File: src/sv/centered_moving_average_block_assert.svh
// ----------------------------------------------------------------------------
// Assertion macros for the centered moving average block
// Clocked on clk_i and disabled while rst_ni is low.
// ----------------------------------------------------------------------------
`ifndef CENTERED_MOVING_AVERAGE_BLOCK_ASSERT_SVH
`define CENTERED_MOVING_AVERAGE_BLOCK_ASSERT_SVH

// property holds in every cycle
`define CMA_ASSERT_HOLDS(name, prop, msg) \
  name: assert property (@(posedge clk_i) disable iff (!rst_ni) (prop)) else $error(msg);

// consequent holds in the cycle after the antecedent
`define CMA_ASSERT_NEXT(name, ante, cons, msg) \
  name: assert property (@(posedge clk_i) disable iff (!rst_ni) (ante) |=> (cons)) \
    else $error(msg);

`endif

File: src/sv/cma_pkg.sv
// ----------------------------------------------------------------------------
// cma_pkg
// Shared widths, constants and word types of the centered moving average.
// ----------------------------------------------------------------------------
package cma_pkg;

  // sample width and fixed register widths
  localparam int SAMPLE_W = 16;
  localparam int CFG_W    = 6;
  localparam int POS_W    = 7;

  localparam logic [POS_W-1:0] POS_MAX   = POS_W'(127);
  localparam logic [CFG_W-1:0] LEN_MIN   = CFG_W'(3);
  localparam logic [CFG_W-1:0] LEN_RESET = CFG_W'(3);

  typedef logic signed [SAMPLE_W-1:0] sample_t;

  // input word
  typedef struct packed {
    sample_t sample;
    logic    block_end;
  } in_word_t;

  // output word
  typedef struct packed {
    sample_t average;
    logic    final_result;
    logic    rejected;
  } out_word_t;

endpackage

File: src/sv/cma_cell.sv
// ----------------------------------------------------------------------------
// cma_cell
// One stage of the sample ring: holds a sample and takes its neighbor's
// sample whenever the ring moves.
// ----------------------------------------------------------------------------
module cma_cell (
  input  logic              clk_i,
  input  logic              rst_ni,
  input  logic              shift_i,
  input  cma_pkg::sample_t  d_i,
  output cma_pkg::sample_t  q_o
);
  import cma_pkg::*;

  sample_t value_q;

  // sample storage, cleared at reset
  always_ff @(posedge clk_i or negedge rst_ni) begin
    if (!rst_ni) begin
      value_q <= '0;
    end else if (shift_i) begin
      value_q <= d_i;
    end
  end

  assign q_o = value_q;

endmodule

File: src/sv/cma_div.sv
// ----------------------------------------------------------------------------
// cma_div
// Restoring divider, one quotient bit per cycle. The caller guarantees that
// the quotient fits in SAMPLE_W bits, so the top bits start as remainder.
// ----------------------------------------------------------------------------
module cma_div #(
  parameter int DIV_W = 7
) (
  input  logic                                  clk_i,
  input  logic                                  rst_ni,
  input  logic                                  start_i,
  input  logic [cma_pkg::SAMPLE_W+DIV_W-1:0]    num_i,
  input  logic [DIV_W-1:0]                      den_i,
  output logic                                  done_o,
  output logic [cma_pkg::SAMPLE_W-1:0]          quot_o
);
  import cma_pkg::*;

  localparam int STEP_W = $clog2(SAMPLE_W + 1);

  logic              run_q;
  logic              done_q;
  logic [STEP_W-1:0] steps_q;
  logic [DIV_W-1:0]  rem_q;
  logic [DIV_W-1:0]  rem_d;
  logic [DIV_W-1:0]  den_q;
  logic [SAMPLE_W-1:0] quo_q;
  logic [DIV_W:0]    trial;
  logic              fits;

  // trial subtract of the shifted remainder
  assign trial = {rem_q, quo_q[SAMPLE_W-1]};
  assign fits  = (trial >= {1'b0, den_q});
  assign rem_d = fits ? DIV_W'(trial - {1'b0, den_q}) : DIV_W'(trial);

  // step control
  always_ff @(posedge clk_i or negedge rst_ni) begin
    if (!rst_ni) begin
      run_q   <= 1'b0;
      done_q  <= 1'b0;
      steps_q <= '0;
    end else if (start_i) begin
      run_q   <= 1'b1;
      done_q  <= 1'b0;
      steps_q <= STEP_W'(SAMPLE_W);
    end else if (run_q) begin
      steps_q <= steps_q - STEP_W'(1);
      if (steps_q == STEP_W'(1)) begin
        run_q  <= 1'b0;
        done_q <= 1'b1;
      end
    end else begin
      done_q <= 1'b0;
    end
  end

  // remainder and dividend/quotient shift register
  always_ff @(posedge clk_i) begin
    if (start_i) begin
      rem_q <= num_i[SAMPLE_W+DIV_W-1:SAMPLE_W];
      quo_q <= num_i[SAMPLE_W-1:0];
      den_q <= den_i;
    end else if (run_q) begin
      rem_q <= rem_d;
      quo_q <= {quo_q[SAMPLE_W-2:0], fits};
    end
  end

  assign done_o = done_q;
  assign quot_o = quo_q;

endmodule

File: src/sv/centered_moving_average_block.sv
// ----------------------------------------------------------------------------
// centered_moving_average_block
// Rounded centered moving average over blocks of signed samples.
// ----------------------------------------------------------------------------
// Samples enter a ring of 2*MAX_HALF+2 cells. A sample that completes no
// window (block still shorter than the window and not ending) is only
// stored in the ring. A sample that completes a window starts a ring pass
// that stores running suffix sums in a small memory, then each result it
// releases goes through memory read, difference, divider load, SAMPLE_W
// bit-serial divider steps, done and output load. In steady streaming each
// sample therefore takes an accept, a ring pass and one result, and the
// input stays stalled until then, also while the output stalls; a block
// end adds the clipped tail results, a short block gives one rejected
// word. The output register lets the next sample be taken while the last
// word still waits. The user must write the window length through
// cfg_we_i/cfg_data_i only between words; the block does not enforce this. Values below 3 are ignored.
// ----------------------------------------------------------------------------
`include "centered_moving_average_block_assert.svh"

module centered_moving_average_block #(
  parameter int MAX_HALF = 31
) (
  input  logic                        clk_i,
  input  logic                        rst_ni,
  input  logic                        cfg_we_i,
  input  logic [cma_pkg::CFG_W-1:0]   cfg_data_i,
  input  logic                        in_valid_i,
  output logic                        in_stall_o,
  input  cma_pkg::in_word_t           in_word_i,
  output logic                        out_valid_o,
  input  logic                        out_stall_i,
  output cma_pkg::out_word_t          out_word_o
);
  import cma_pkg::*;

  localparam int DEPTH = 2 * MAX_HALF + 2;
  localparam int AW    = $clog2(DEPTH);
  localparam int SUM_W = SAMPLE_W + AW;
  localparam int DIV_W = AW + 1;
  localparam int LW    = CFG_W + 1;
  localparam logic [CFG_W-1:0] LEN_MAX = CFG_W'(2 * MAX_HALF + 1);

  // controller states
  localparam logic [2:0] ST_IDLE  = 3'd0;
  localparam logic [2:0] ST_PASS  = 3'd1;
  localparam logic [2:0] ST_READ  = 3'd2;
  localparam logic [2:0] ST_DIFF  = 3'd3;
  localparam logic [2:0] ST_START = 3'd4;
  localparam logic [2:0] ST_DIV   = 3'd5;
  localparam logic [2:0] ST_PUT   = 3'd6;

  // result phases of one sample
  localparam logic [1:0] PH_BACK = 2'd0;
  localparam logic [1:0] PH_MAIN = 2'd1;
  localparam logic [1:0] PH_TAIL = 2'd2;

  logic [2:0]             state_q, state_d;
  logic [CFG_W-1:0]       len_q, len_d;
  logic [POS_W-1:0]       pos_q, pos_d;
  logic                   end_q, end_d;
  logic                   rej_q, rej_d;
  logic [1:0]             phase_q, phase_d;
  logic [AW-1:0]          r_q, r_d;
  logic [AW-1:0]          k_q, k_d;
  logic signed [SUM_W-1:0] acc_q, acc_d;
  logic signed [SUM_W-1:0] ql1_q, ql1_d;
  logic signed [SUM_W-1:0] q0_q, q0_d;
  logic signed [SUM_W-1:0] sum_q, sum_d;
  logic signed [SUM_W-1:0] rdata_q;
  logic [AW-1:0]          cnt_q, cnt_d;
  logic                   neg_q, neg_d;
  logic                   out_valid_q, out_valid_d;
  out_word_t              out_word_q, out_word_d;

  logic signed [SUM_W-1:0] qmem [DEPTH];

  sample_t                ring_q  [DEPTH];
  sample_t                cell_in [DEPTH];
  sample_t                head_d;
  logic                   ring_en;
  logic                   accept;

  logic [CFG_W-1:0]       half;
  logic [AW-1:0]          half_idx;
  logic [AW-1:0]          len_idx;
  logic [POS_W-1:0]       len_pos;
  logic                   pos_lt;
  logic                   k_hits_l1;
  logic                   tail_last;
  logic [AW-1:0]          count_a;
  logic [SUM_W-1:0]       mag;
  logic                   out_free;
  logic                   rej_word_ok;

  logic                   div_start;
  logic [SUM_W:0]         div_num;
  logic [DIV_W-1:0]       div_den;
  logic                   div_done;
  logic [SAMPLE_W-1:0]    div_quot;

  // window length register: odd, clamped, small writes dropped
  always_comb begin
    len_d = len_q;
    if (cfg_we_i && (cfg_data_i >= LEN_MIN)) begin
      len_d = cfg_data_i | CFG_W'(1);
      if (len_d > LEN_MAX) begin
        len_d = LEN_MAX;
      end
    end
  end

  // derived window quantities
  assign half      = len_q >> 1;
  assign half_idx  = AW'(half);
  assign len_idx   = AW'(len_q);
  assign len_pos   = POS_W'(len_q);
  assign pos_lt    = (pos_q < len_pos);
  assign k_hits_l1 = (LW'(k_q) == (LW'(len_q) + LW'(1)));
  assign tail_last = (r_q == (half_idx + AW'(1)));
  assign count_a   = AW'(LW'(len_q) + LW'(1) - LW'(r_q));
  assign out_free  = !out_valid_q || !out_stall_i;

  assign accept     = in_valid_i && !in_stall_o;
  assign in_stall_o = (state_q != ST_IDLE);

  // sample ring: new sample at the head on accept, wrap-around in a pass
  assign ring_en = accept || (state_q == ST_PASS);
  assign head_d  = (state_q == ST_IDLE) ? in_word_i.sample : ring_q[DEPTH-1];

  for (genvar gi = 0; gi < DEPTH; gi++) begin : g_ring
    if (gi == 0) begin : g_head
      assign cell_in[gi] = head_d;
    end else begin : g_link
      assign cell_in[gi] = ring_q[gi-1];
    end
    cma_cell u_cell (
      .clk_i   (clk_i),
      .rst_ni  (rst_ni),
      .shift_i (ring_en),
      .d_i     (cell_in[gi]),
      .q_o     (ring_q[gi])
    );
  end

  // suffix sum memory: entry k holds the sum of history offsets k and older
  always_ff @(posedge clk_i) begin
    if (state_q == ST_PASS) begin
      qmem[k_q] <= acc_d;
    end
    rdata_q <= qmem[r_q];
  end

  // divider operands: 2*|sum| + n over 2*n rounds half away from zero
  assign mag       = sum_q[SUM_W-1] ? SUM_W'(-sum_q) : SUM_W'(sum_q);
  assign div_num   = {mag, 1'b0} + (SUM_W + 1)'(cnt_q);
  assign div_den   = {cnt_q, 1'b0};
  assign div_start = (state_q == ST_START);

  cma_div #(
    .DIV_W (DIV_W)
  ) u_div (
    .clk_i   (clk_i),
    .rst_ni  (rst_ni),
    .start_i (div_start),
    .num_i   (div_num),
    .den_i   (div_den),
    .done_o  (div_done),
    .quot_o  (div_quot)
  );

  // main sequencer
  always_comb begin
    state_d     = state_q;
    pos_d       = pos_q;
    end_d       = end_q;
    rej_d       = rej_q;
    phase_d     = phase_q;
    r_d         = r_q;
    k_d         = k_q;
    acc_d       = acc_q;
    ql1_d       = ql1_q;
    q0_d        = q0_q;
    sum_d       = sum_q;
    cnt_d       = cnt_q;
    neg_d       = neg_q;
    out_valid_d = out_valid_q && out_stall_i;
    out_word_d  = out_word_q;

    unique case (state_q)
      ST_IDLE: begin
        if (accept) begin
          acc_d = '0;
          ql1_d = '0;
          k_d   = AW'(DEPTH - 1);
          end_d = in_word_i.block_end;
          if (pos_lt) begin
            if (in_word_i.block_end) begin
              pos_d   = '0;
              rej_d   = 1'b1;
              state_d = ST_PUT;
            end else begin
              pos_d = pos_q + POS_W'(1);
            end
          end else begin
            if (in_word_i.block_end) begin
              pos_d = '0;
            end else if (pos_q != POS_MAX) begin
              pos_d = pos_q + POS_W'(1);
            end
            // backlog release only when the block just outgrew the window
            if (pos_q == len_pos) begin
              phase_d = PH_BACK;
              r_d     = half_idx + AW'(1);
            end else begin
              phase_d = PH_MAIN;
              r_d     = len_idx;
            end
            state_d = ST_PASS;
          end
        end
      end

      ST_PASS: begin
        acc_d = acc_q + SUM_W'(ring_q[DEPTH-1]);
        k_d   = k_q - AW'(1);
        if (k_hits_l1) begin
          ql1_d = acc_d;
        end
        if (k_q == '0) begin
          q0_d    = acc_d;
          state_d = ST_READ;
        end
      end

      ST_READ: begin
        state_d = ST_DIFF;
      end

      ST_DIFF: begin
        // backlog windows end at the oldest sample, the rest start at the newest
        if (phase_q == PH_BACK) begin
          sum_d = rdata_q - ql1_q;
          cnt_d = count_a;
        end else begin
          sum_d = q0_q - rdata_q;
          cnt_d = r_q;
        end
        state_d = ST_START;
      end

      ST_START: begin
        neg_d   = sum_q[SUM_W-1];
        state_d = ST_DIV;
      end

      ST_DIV: begin
        if (div_done) begin
          state_d = ST_PUT;
        end
      end

      ST_PUT: begin
        if (out_free) begin
          out_valid_d = 1'b1;
          if (rej_q) begin
            out_word_d.average      = '0;
            out_word_d.final_result = 1'b1;
            out_word_d.rejected     = 1'b1;
            rej_d                   = 1'b0;
            state_d                 = ST_IDLE;
          end else begin
            out_word_d.average      = neg_q ? SAMPLE_W'(-div_quot) : div_quot;
            out_word_d.final_result = (phase_q == PH_TAIL) && tail_last;
            out_word_d.rejected     = 1'b0;
            state_d                 = ST_READ;
            unique case (phase_q)
              PH_BACK: begin
                if (r_q == AW'(1)) begin
                  phase_d = PH_MAIN;
                  r_d     = len_idx;
                end else begin
                  r_d = r_q - AW'(1);
                end
              end
              PH_MAIN: begin
                if (end_q) begin
                  phase_d = PH_TAIL;
                  r_d     = len_idx - AW'(1);
                end else begin
                  state_d = ST_IDLE;
                end
              end
              PH_TAIL: begin
                if (tail_last) begin
                  state_d = ST_IDLE;
                end else begin
                  r_d = r_q - AW'(1);
                end
              end
              default: begin
                state_d = ST_IDLE;
              end
            endcase
          end
        end
      end

      default: begin
        state_d = ST_IDLE;
      end
    endcase
  end

  // control registers
  always_ff @(posedge clk_i or negedge rst_ni) begin
    if (!rst_ni) begin
      state_q     <= ST_IDLE;
      len_q       <= LEN_RESET;
      pos_q       <= '0;
      rej_q       <= 1'b0;
      out_valid_q <= 1'b0;
    end else begin
      state_q     <= state_d;
      len_q       <= len_d;
      pos_q       <= pos_d;
      rej_q       <= rej_d;
      out_valid_q <= out_valid_d;
    end
  end

  // datapath registers
  always_ff @(posedge clk_i) begin
    end_q      <= end_d;
    phase_q    <= phase_d;
    r_q        <= r_d;
    k_q        <= k_d;
    acc_q      <= acc_d;
    ql1_q      <= ql1_d;
    q0_q       <= q0_d;
    sum_q      <= sum_d;
    cnt_q      <= cnt_d;
    neg_q      <= neg_d;
    out_word_q <= out_word_d;
  end

  assign out_valid_o = out_valid_q;
  assign out_word_o  = out_word_q;

  // checks
  assign rej_word_ok = !(out_valid_o && out_word_o.rejected) ||
                       (out_word_o.final_result && (out_word_o.average == '0));

  `CMA_ASSERT_HOLDS(a_rej_word, rej_word_ok, "rejected word must be final with zero average")
  `CMA_ASSERT_HOLDS(a_div_done, !div_done || state_q == ST_DIV, "divider done outside wait")
  `CMA_ASSERT_NEXT(a_long_pass, accept && !pos_lt, state_q == ST_PASS, "no ring pass started")

endmodule

File: config.mk
export PLATFORM = sky130hd
export DESIGN_NAME = centered_moving_average_block
export DESIGN_NICKNAME = d
export VERILOG_FILES = /design/src/sv/cma_pkg.sv /design/src/sv/cma_cell.sv /design/src/sv/cma_div.sv /design/src/sv/centered_moving_average_block.sv
export VERILOG_INCLUDE_DIRS = /design/src /design/src/sv
export SDC_FILE = /design/constraint.sdc
export NUM_CORES = 2
export LEC_CHECK = 0
export BUFFER_PORTS_ARGS = -buffer_cell sky130_fd_sc_hd__buf_2
export CAP_MARGIN = 30
export CORE_ASPECT_RATIO = 1.4
export CORE_MARGIN = 4
export CORE_UTILIZATION = 66
export CTS_BUF_LIST = sky130_fd_sc_hd__clkbuf_4
export DETAILED_ROUTE_END_ITERATION = 8
export PLACE_DENSITY_LB_ADDON = 0.08
export SETUP_SLACK_MARGIN = 0.02
export SLEW_MARGIN = 20
export SYNTH_ARGS = -nofsm -noshare
export SYNTH_HDL_FRONTEND = slang
export SYNTH_HIERARCHICAL = 1
export SYNTH_SLANG_ARGS = --single-unit
File: constraint.sdc
create_clock -name clk_i -period 6 [get_ports clk_i]
set_input_delay 0.3 -clock clk_i [delete_from_list [all_inputs] [get_ports clk_i]]
set_output_delay 0.3 -clock clk_i [all_outputs]
set_load 0.005 [all_outputs]
# [Yosys cells after proc, flatten, opt, wreduce, memory -nomap -nowiden]
# Memories as Yosys holds them, arrays and structs flattened. A register that Yosys moved wholly into a read port is not among the register bits.
# Cells that the tools add are included.
[totals] regBits=1206 ram_bits=1408 inputBits=28 memories=1
[classes] add_sub_neg=15 order_cmp=4 eq_ne=30 muxes=70 reduce_logical=27
[mem_list] name="qmem" words=64 width=22 rd=1 rd_ports_with_merged_regs=1 write_ports=1 line_no="centered_moving_average_block.sv:75" text="logic signed [SUM_W-1:0] qmem [DEPTH];"
[ops] cell="22-bit 2-to-1 mux" n=5
[ops] cell="22-bit case mux with 2 select lines" n=2
[ops] cell="6-bit 2-to-1 mux" n=11
[ops] cell="16-bit 2-to-1 mux" n=4
[ops] cell="7-bit 2-to-1 mux" n=7
[ops] cell="22-bit subtractor" n=2
[ops] cell="6-bit case mux with 2 select lines" n=2
[ops] cell="23-bit by 6-bit adder with 23-bit output" n=1
[ops] cell="22-bit by 16-bit adder with 22-bit output" n=1
[ops] cell="22-bit negator" n=1
[ops] cell="3-bit case mux with 7 select lines" n=1
[ops] cell="2-bit 2-to-1 mux" n=9
[ops] cell="3-bit 2-to-1 mux" n=6
[ops] cell="6-bit case mux with 3 select lines" n=1
[ops] cell="6-bit by 1-bit subtractor with 6-bit output (second input constant)" n=3
[ops] cell="1-bit 2-to-1 mux" n=16
[ops] cell="16-bit negator" n=1
[ops] cell="8-bit AND reduction" n=2
[ops] cell="3-bit != test (second input constant)" n=5
[ops] cell="2-bit != test (second input constant)" n=7
[ops] cell="5-bit 2-to-1 mux" n=2
[ops] cell="5-bit AND reduction" n=2
[ops] cell="3-bit == test (second input constant)" n=3
[ops] cell="8-bit by 7-bit >= comparator with 1-bit output" n=1
[ops] cell="35 further kinds" n=51

# [Depth between registers and ports, before layout]
[depth] depth_word=7 depth_mapped=16

# [Modules after synthesis]
# Netlist, hierarchy kept.
[modules_own_cells] module="centered_moving_average_block" n_inst=1 cells_each=3271 area_per_inst_um2=64754.6 seq_area_each_um2=46771.1
[modules_own_cells] module="cma_cell" n_inst=64 cells_each=34 area_per_inst_um2=649.4 seq_area_each_um2=400.4
[modules_own_cells] module="cma_div" n_inst=1 cells_each=169 area_per_inst_um2=2030.7 seq_area_each_um2=1076.0

# [Worst setup path after synthesis]
# OpenSTA, ideal clock, no wires.
[synth_timing] kind="register -> register" from="register state_q[2]" to="memory qmem[32][0] (netlist bit), enable pin" setup_ns=0.457 t_arrival_ns=3.754 setup_slack_ns=1.789 path_stages_with_launch=8 n_path_buf=3 period_less_slack_ns=4.211 path_cell_list="dfrtp_1 > clkbuf_1 > nor2_1 > and2_1 > clkbuf_1 > clkbuf_1 > nand3_1 > nor4_1"
[synth_via] elab_chain_len=3
[synth_rtl] element="start, declared" line_no="centered_moving_average_block.sv:57" text="logic [2:0] state_q, state_d;"
[synth_rtl] element="start signal, assigned" line_no="centered_moving_average_block.sv:323" text="state_q <= state_d;"
[synth_rtl] element="3-bit by 1-bit == test with 1-bit output" line_no="centered_moving_average_block.sv:147" text="if (state_q == ST_PASS) begin"
[synth_rtl] element="1-bit 2-to-1 mux" line_no="centered_moving_average_block.sv:147"
[synth_rtl] element="1-bit 2-to-1 mux (not written as such)" line_no="centered_moving_average_block.sv:148" text="qmem[k_q] <= acc_d;"
[synth_rtl] element="end, declared" line_no="centered_moving_average_block.sv:75"
# No other way between the ends.

# [Worst setup path in the final report]
[layout_timing] from="register state_q[2]" to="memory qmem[51][15] (netlist bit), enable pin"
# The elaborated chain is that of the path after synthesis.

==> flow_metrics.env <==
export IMPL_status="finished, final reports clean"
export IMPL_drive_gt1_share_pct=41.3
export IMPL_maxCapViolCount=0
export IMPL_grt_max_degree=186
export IMPL_yosysUniqueCellTypes=80
export IMPL_ir_drop_v=0.000219
export IMPL_final_setup_tns_ns=0
export IMPL_first_global_vias=57100
export IMPL_viasPerCell=6.19
export IMPL_cts_num_sinks=2636
export IMPL_arrival_ns=4.82
export IMPL_synthCells=5616
export IMPL_syn_nets=5747
export IMPL_rsz0062_at_grt="no"
export IMPL_vias=54400
export IMPL_power_density_nw_per_um2=279
export IMPL_wl_per_cell_um=26.7
export IMPL_drcViolationCount=0
export IMPL_coreArea_um2=163000
export IMPL_path_clk_slew_ns=0.07
export IMPL_r2r_end="qmem[51][15]$_DFFE_PP_"
export IMPL_drt_wl_total_mm=235
export IMPL_fin_crit_sh_pct=63.0
export IMPL_root_buffer="clkbuf_4"
export IMPL_yosysSeqAreaShare_pct=67.8
export IMPL_postSynthAreaPerCell_um2=19.3
export IMPL_skew_ns=0.0903
export IMPL_dieWidth_um=350
export IMPL_hpwl_mm=139
export IMPL_ys_async_sr_fraction_pct=39.8
export IMPL_fmax_ghz=0.265
export IMPL_antenna_found_initial=11
export IMPL_reg2reg_from="state_q[2]$_DFFE_PN0P_"
export IMPL_startpoint="state_q[2]$_DFFE_PN0P_"
export IMPL_fin_util_pct=73.0
export IMPL_drt_iter0_drc=5337
export IMPL_nFillCells=9983
export IMPL_start_util_pct=66.5
export IMPL_hold_path_class="in -> async"
export IMPL_endpoint="qmem[51][15]$_DFFE_PP_"
export IMPL_slew_headroom_pct=28.8
export IMPL_worst_slew_pin_slew_ns=1.07
export IMPL_cts_setup_buffers=0
export IMPL_ys_ff_latch=2636
export IMPL_syn_to_final_growth_pct=9.77
export IMPL_insertion_delay_ns=1.38
export IMPL_numCtsBuffers=624
export IMPL_layout_commonest_cell="edfxtp_1"
export IMPL_worst_setup_path_end_kind="flop"
export IMPL_syn_area_um2=108000
export IMPL_leakage_nw=48.1
export IMPL_place_inst=7637
export IMPL_setup_violations=0
export IMPL_drtAntennaViolNets=0
export IMPL_post_cts_resized=0
export IMPL_r2r_slack_ns=2.22
export IMPL_rows=175
export IMPL_die_y_um=487
export IMPL_slew_violations=0
export IMPL_final_nets=6338
export IMPL_hold_viol=0
export IMPL_grt_pass1_wl_mm=354
export IMPL_cp_required_ns=7.04
export IMPL_grt_usage_pct=28.1
export IMPL_io_pin_count=48
export IMPL_ff2ff_path_depth=7
export IMPL_cts_max_level=6
export IMPL_min_period_ns=3.78
export IMPL_overflow=0
export IMPL_final_cells=8786
export IMPL_cts_tree="done"
export IMPL_critical_path_class="reg -> reg"
export IMPL_place_congestion=0.856
export IMPL_drt_pass1_iterations=6
export IMPL_port_buffers=47
export IMPL_mostFrequentLayoutCells="edfxtp_1 (1544), dfrtp_1 (1047), clkbuf_4 (892)"
export IMPL_cp_start_kind="flop"
export IMPL_die_area_um2=171000
export IMPL_crit_path_max_fanout=40
export IMPL_synth_ff_type="edfxtp_1"
export IMPL_synth_edf_count=1544
export IMPL_cts_buffer_depth=4
export IMPL_synth_warning_count=6
## worst max-delay path: stages, from the launching register on
cell and delay [ns]:
dfrtp_1 0.49, nor2_1 0.43, and2_1 0.20, buf_4 0.36, nand4b_1 0.35, or2_2 0.49, nor2_4 0.78, buf_4 0.34
## area by class of cell
cell class / instances / area [µm²] / area share, %
Clock inverter: 177 / 886 / 0.745
Inverter: 110 / 425 / 0.358
Tap cell: 2124 / 2660 / 2.23
Timing Repair Buffer: 254 / 2430 / 2.05
Clock buffer: 892 / 6700 / 5.63
Sequential cell: 2636 / 73500 / 61.8
Antenna cell: 12 / 30.0 / 0.0252
Multi-Input combinational cell: 2581 / 32300 / 27.2
## registers in the layout (all words and copies together), names as in the netlist, 2 cells and up
signal,cells
out_word_o,18
u_div/rem_q,7
acc_q,22
g_ring.u_cell/q_o,1024
u_div/quot_o,16
state_q,3
pos_q,7
k_q,6
phase_q,2
cnt_q,6
len_idx,5
u_div/den_q,7
ql1_q,22
qmem,1408
sum_q,22
r_q,6
u_div/steps_q,5
q0_q,22
rdata_q,22
## synth_stat cells (all sizes together), types with 8 or more instances
cell type  instances  share of area [%]
edfxtp          1544                 43
dfrtp           1047                 24
mux2            1040                 13
mux4             462                9.6
buf              188                2.2
nand2            147               0.51
nor2             144               0.50
inv              109               0.38
clkbuf           101               0.35
ha                97                1.1
xnor2             83               0.67
a21oi             78               0.36
o21ai             72               0.33
xor2              51               0.41
dfxtp             44               0.81
a21o              33               0.23
nand2b            30               0.17
nor3              30               0.15
and2              27               0.16
nand3             26               0.12
or3               21               0.12
nor2b             20               0.12
nand4             16              0.092
o31ai             16               0.11
o21a              15               0.10
a22o              11              0.089
and3              11              0.064
mux2i             10              0.092
or2               10              0.058
a211oi             9              0.067
o21bai             9              0.062
a31oi              8              0.046
## cell families (layout without fill, tap and decap cells)
logic type	Yosys count	after routing	share of synthesized area, %
muxes	1512	1512	22.7
AOI/OAI and AO/OA	314	314	1.93
xor gates and xnor gates	135	135	1.10
adders and majority gates	103	103	1.23
other	1	13	0.00346
DFF	2636	2636	67.8
buffers and inverters	399	1433	2.89
and+or+nand+nor	516	516	2.31
## per-stage QoR
step | setup WS, ns | power [W] | instance area, µm² | hold WS (ns)
2_1_floorplan | 1.79 | 0.0195 | 108000 | 0.00441
3_3_place_gp | 2.12 | 0.0197 | 110000 | 0.280
3_5_place_dp | 2.29 | 0.0197 | 111000 | 0.277
4_1_cts | 2.26 | 0.0336 | 119000 | 0.0266
5_1_grt | 2.08 | 0.0347 | 119000 | 0.0836
6_report | 2.22 | 0.0332 | 119000 | 0.156
## routing by layer
metal  global-route usage, %  routed length [µm]  vias to the layer above
li1                        -                   -                    23200
met1                    36.9               87500                    28100
met2                    45.1              116000                     2508
met3                    6.98               20900                      531
met4                    12.7               10500                        4
met5                       0                  23                        -
## worst min path at each step
stage	startpoint	to	cells after the start
after global routing	rst_ni	g_ring[44].u_cell/q_o[4]$_DFFE_PN0P_	4
final	rst_ni	g_ring[44].u_cell/q_o[4]$_DFFE_PN0P_	4
after detailed placement	rst_ni	g_ring[44].u_cell/q_o[4]$_DFFE_PN0P_	1
after CTS	rst_ni	g_ring[44].u_cell/q_o[4]$_DFFE_PN0P_	4
after floorplan	rst_ni	g_ring[0].u_cell/q_o[0]$_DFFE_PN0P_	0
after global placement	rst_ni	g_ring[44].u_cell/q_o[4]$_DFFE_PN0P_	1
## report_power, final
part | switching [W] | internal (W) | total (W) | leakage [nW]
clock | 0.00679 | 0.00714 | 0.0139 | 4.54
combinational | 0.000192 | 0.0000736 | 0.000266 | 16.0
sequential | 0.00000766 | 0.0190 | 0.0190 | 27.5
## timing repair
| item | in CTS | in global routing |
|---|---|---|
| hold buffers | 63 | 0 |
| setup endpoints to repair | 0 | 0 |
| hold endpoints to repair | 1170 | 0 |
(Power assumes the default switching activity.)
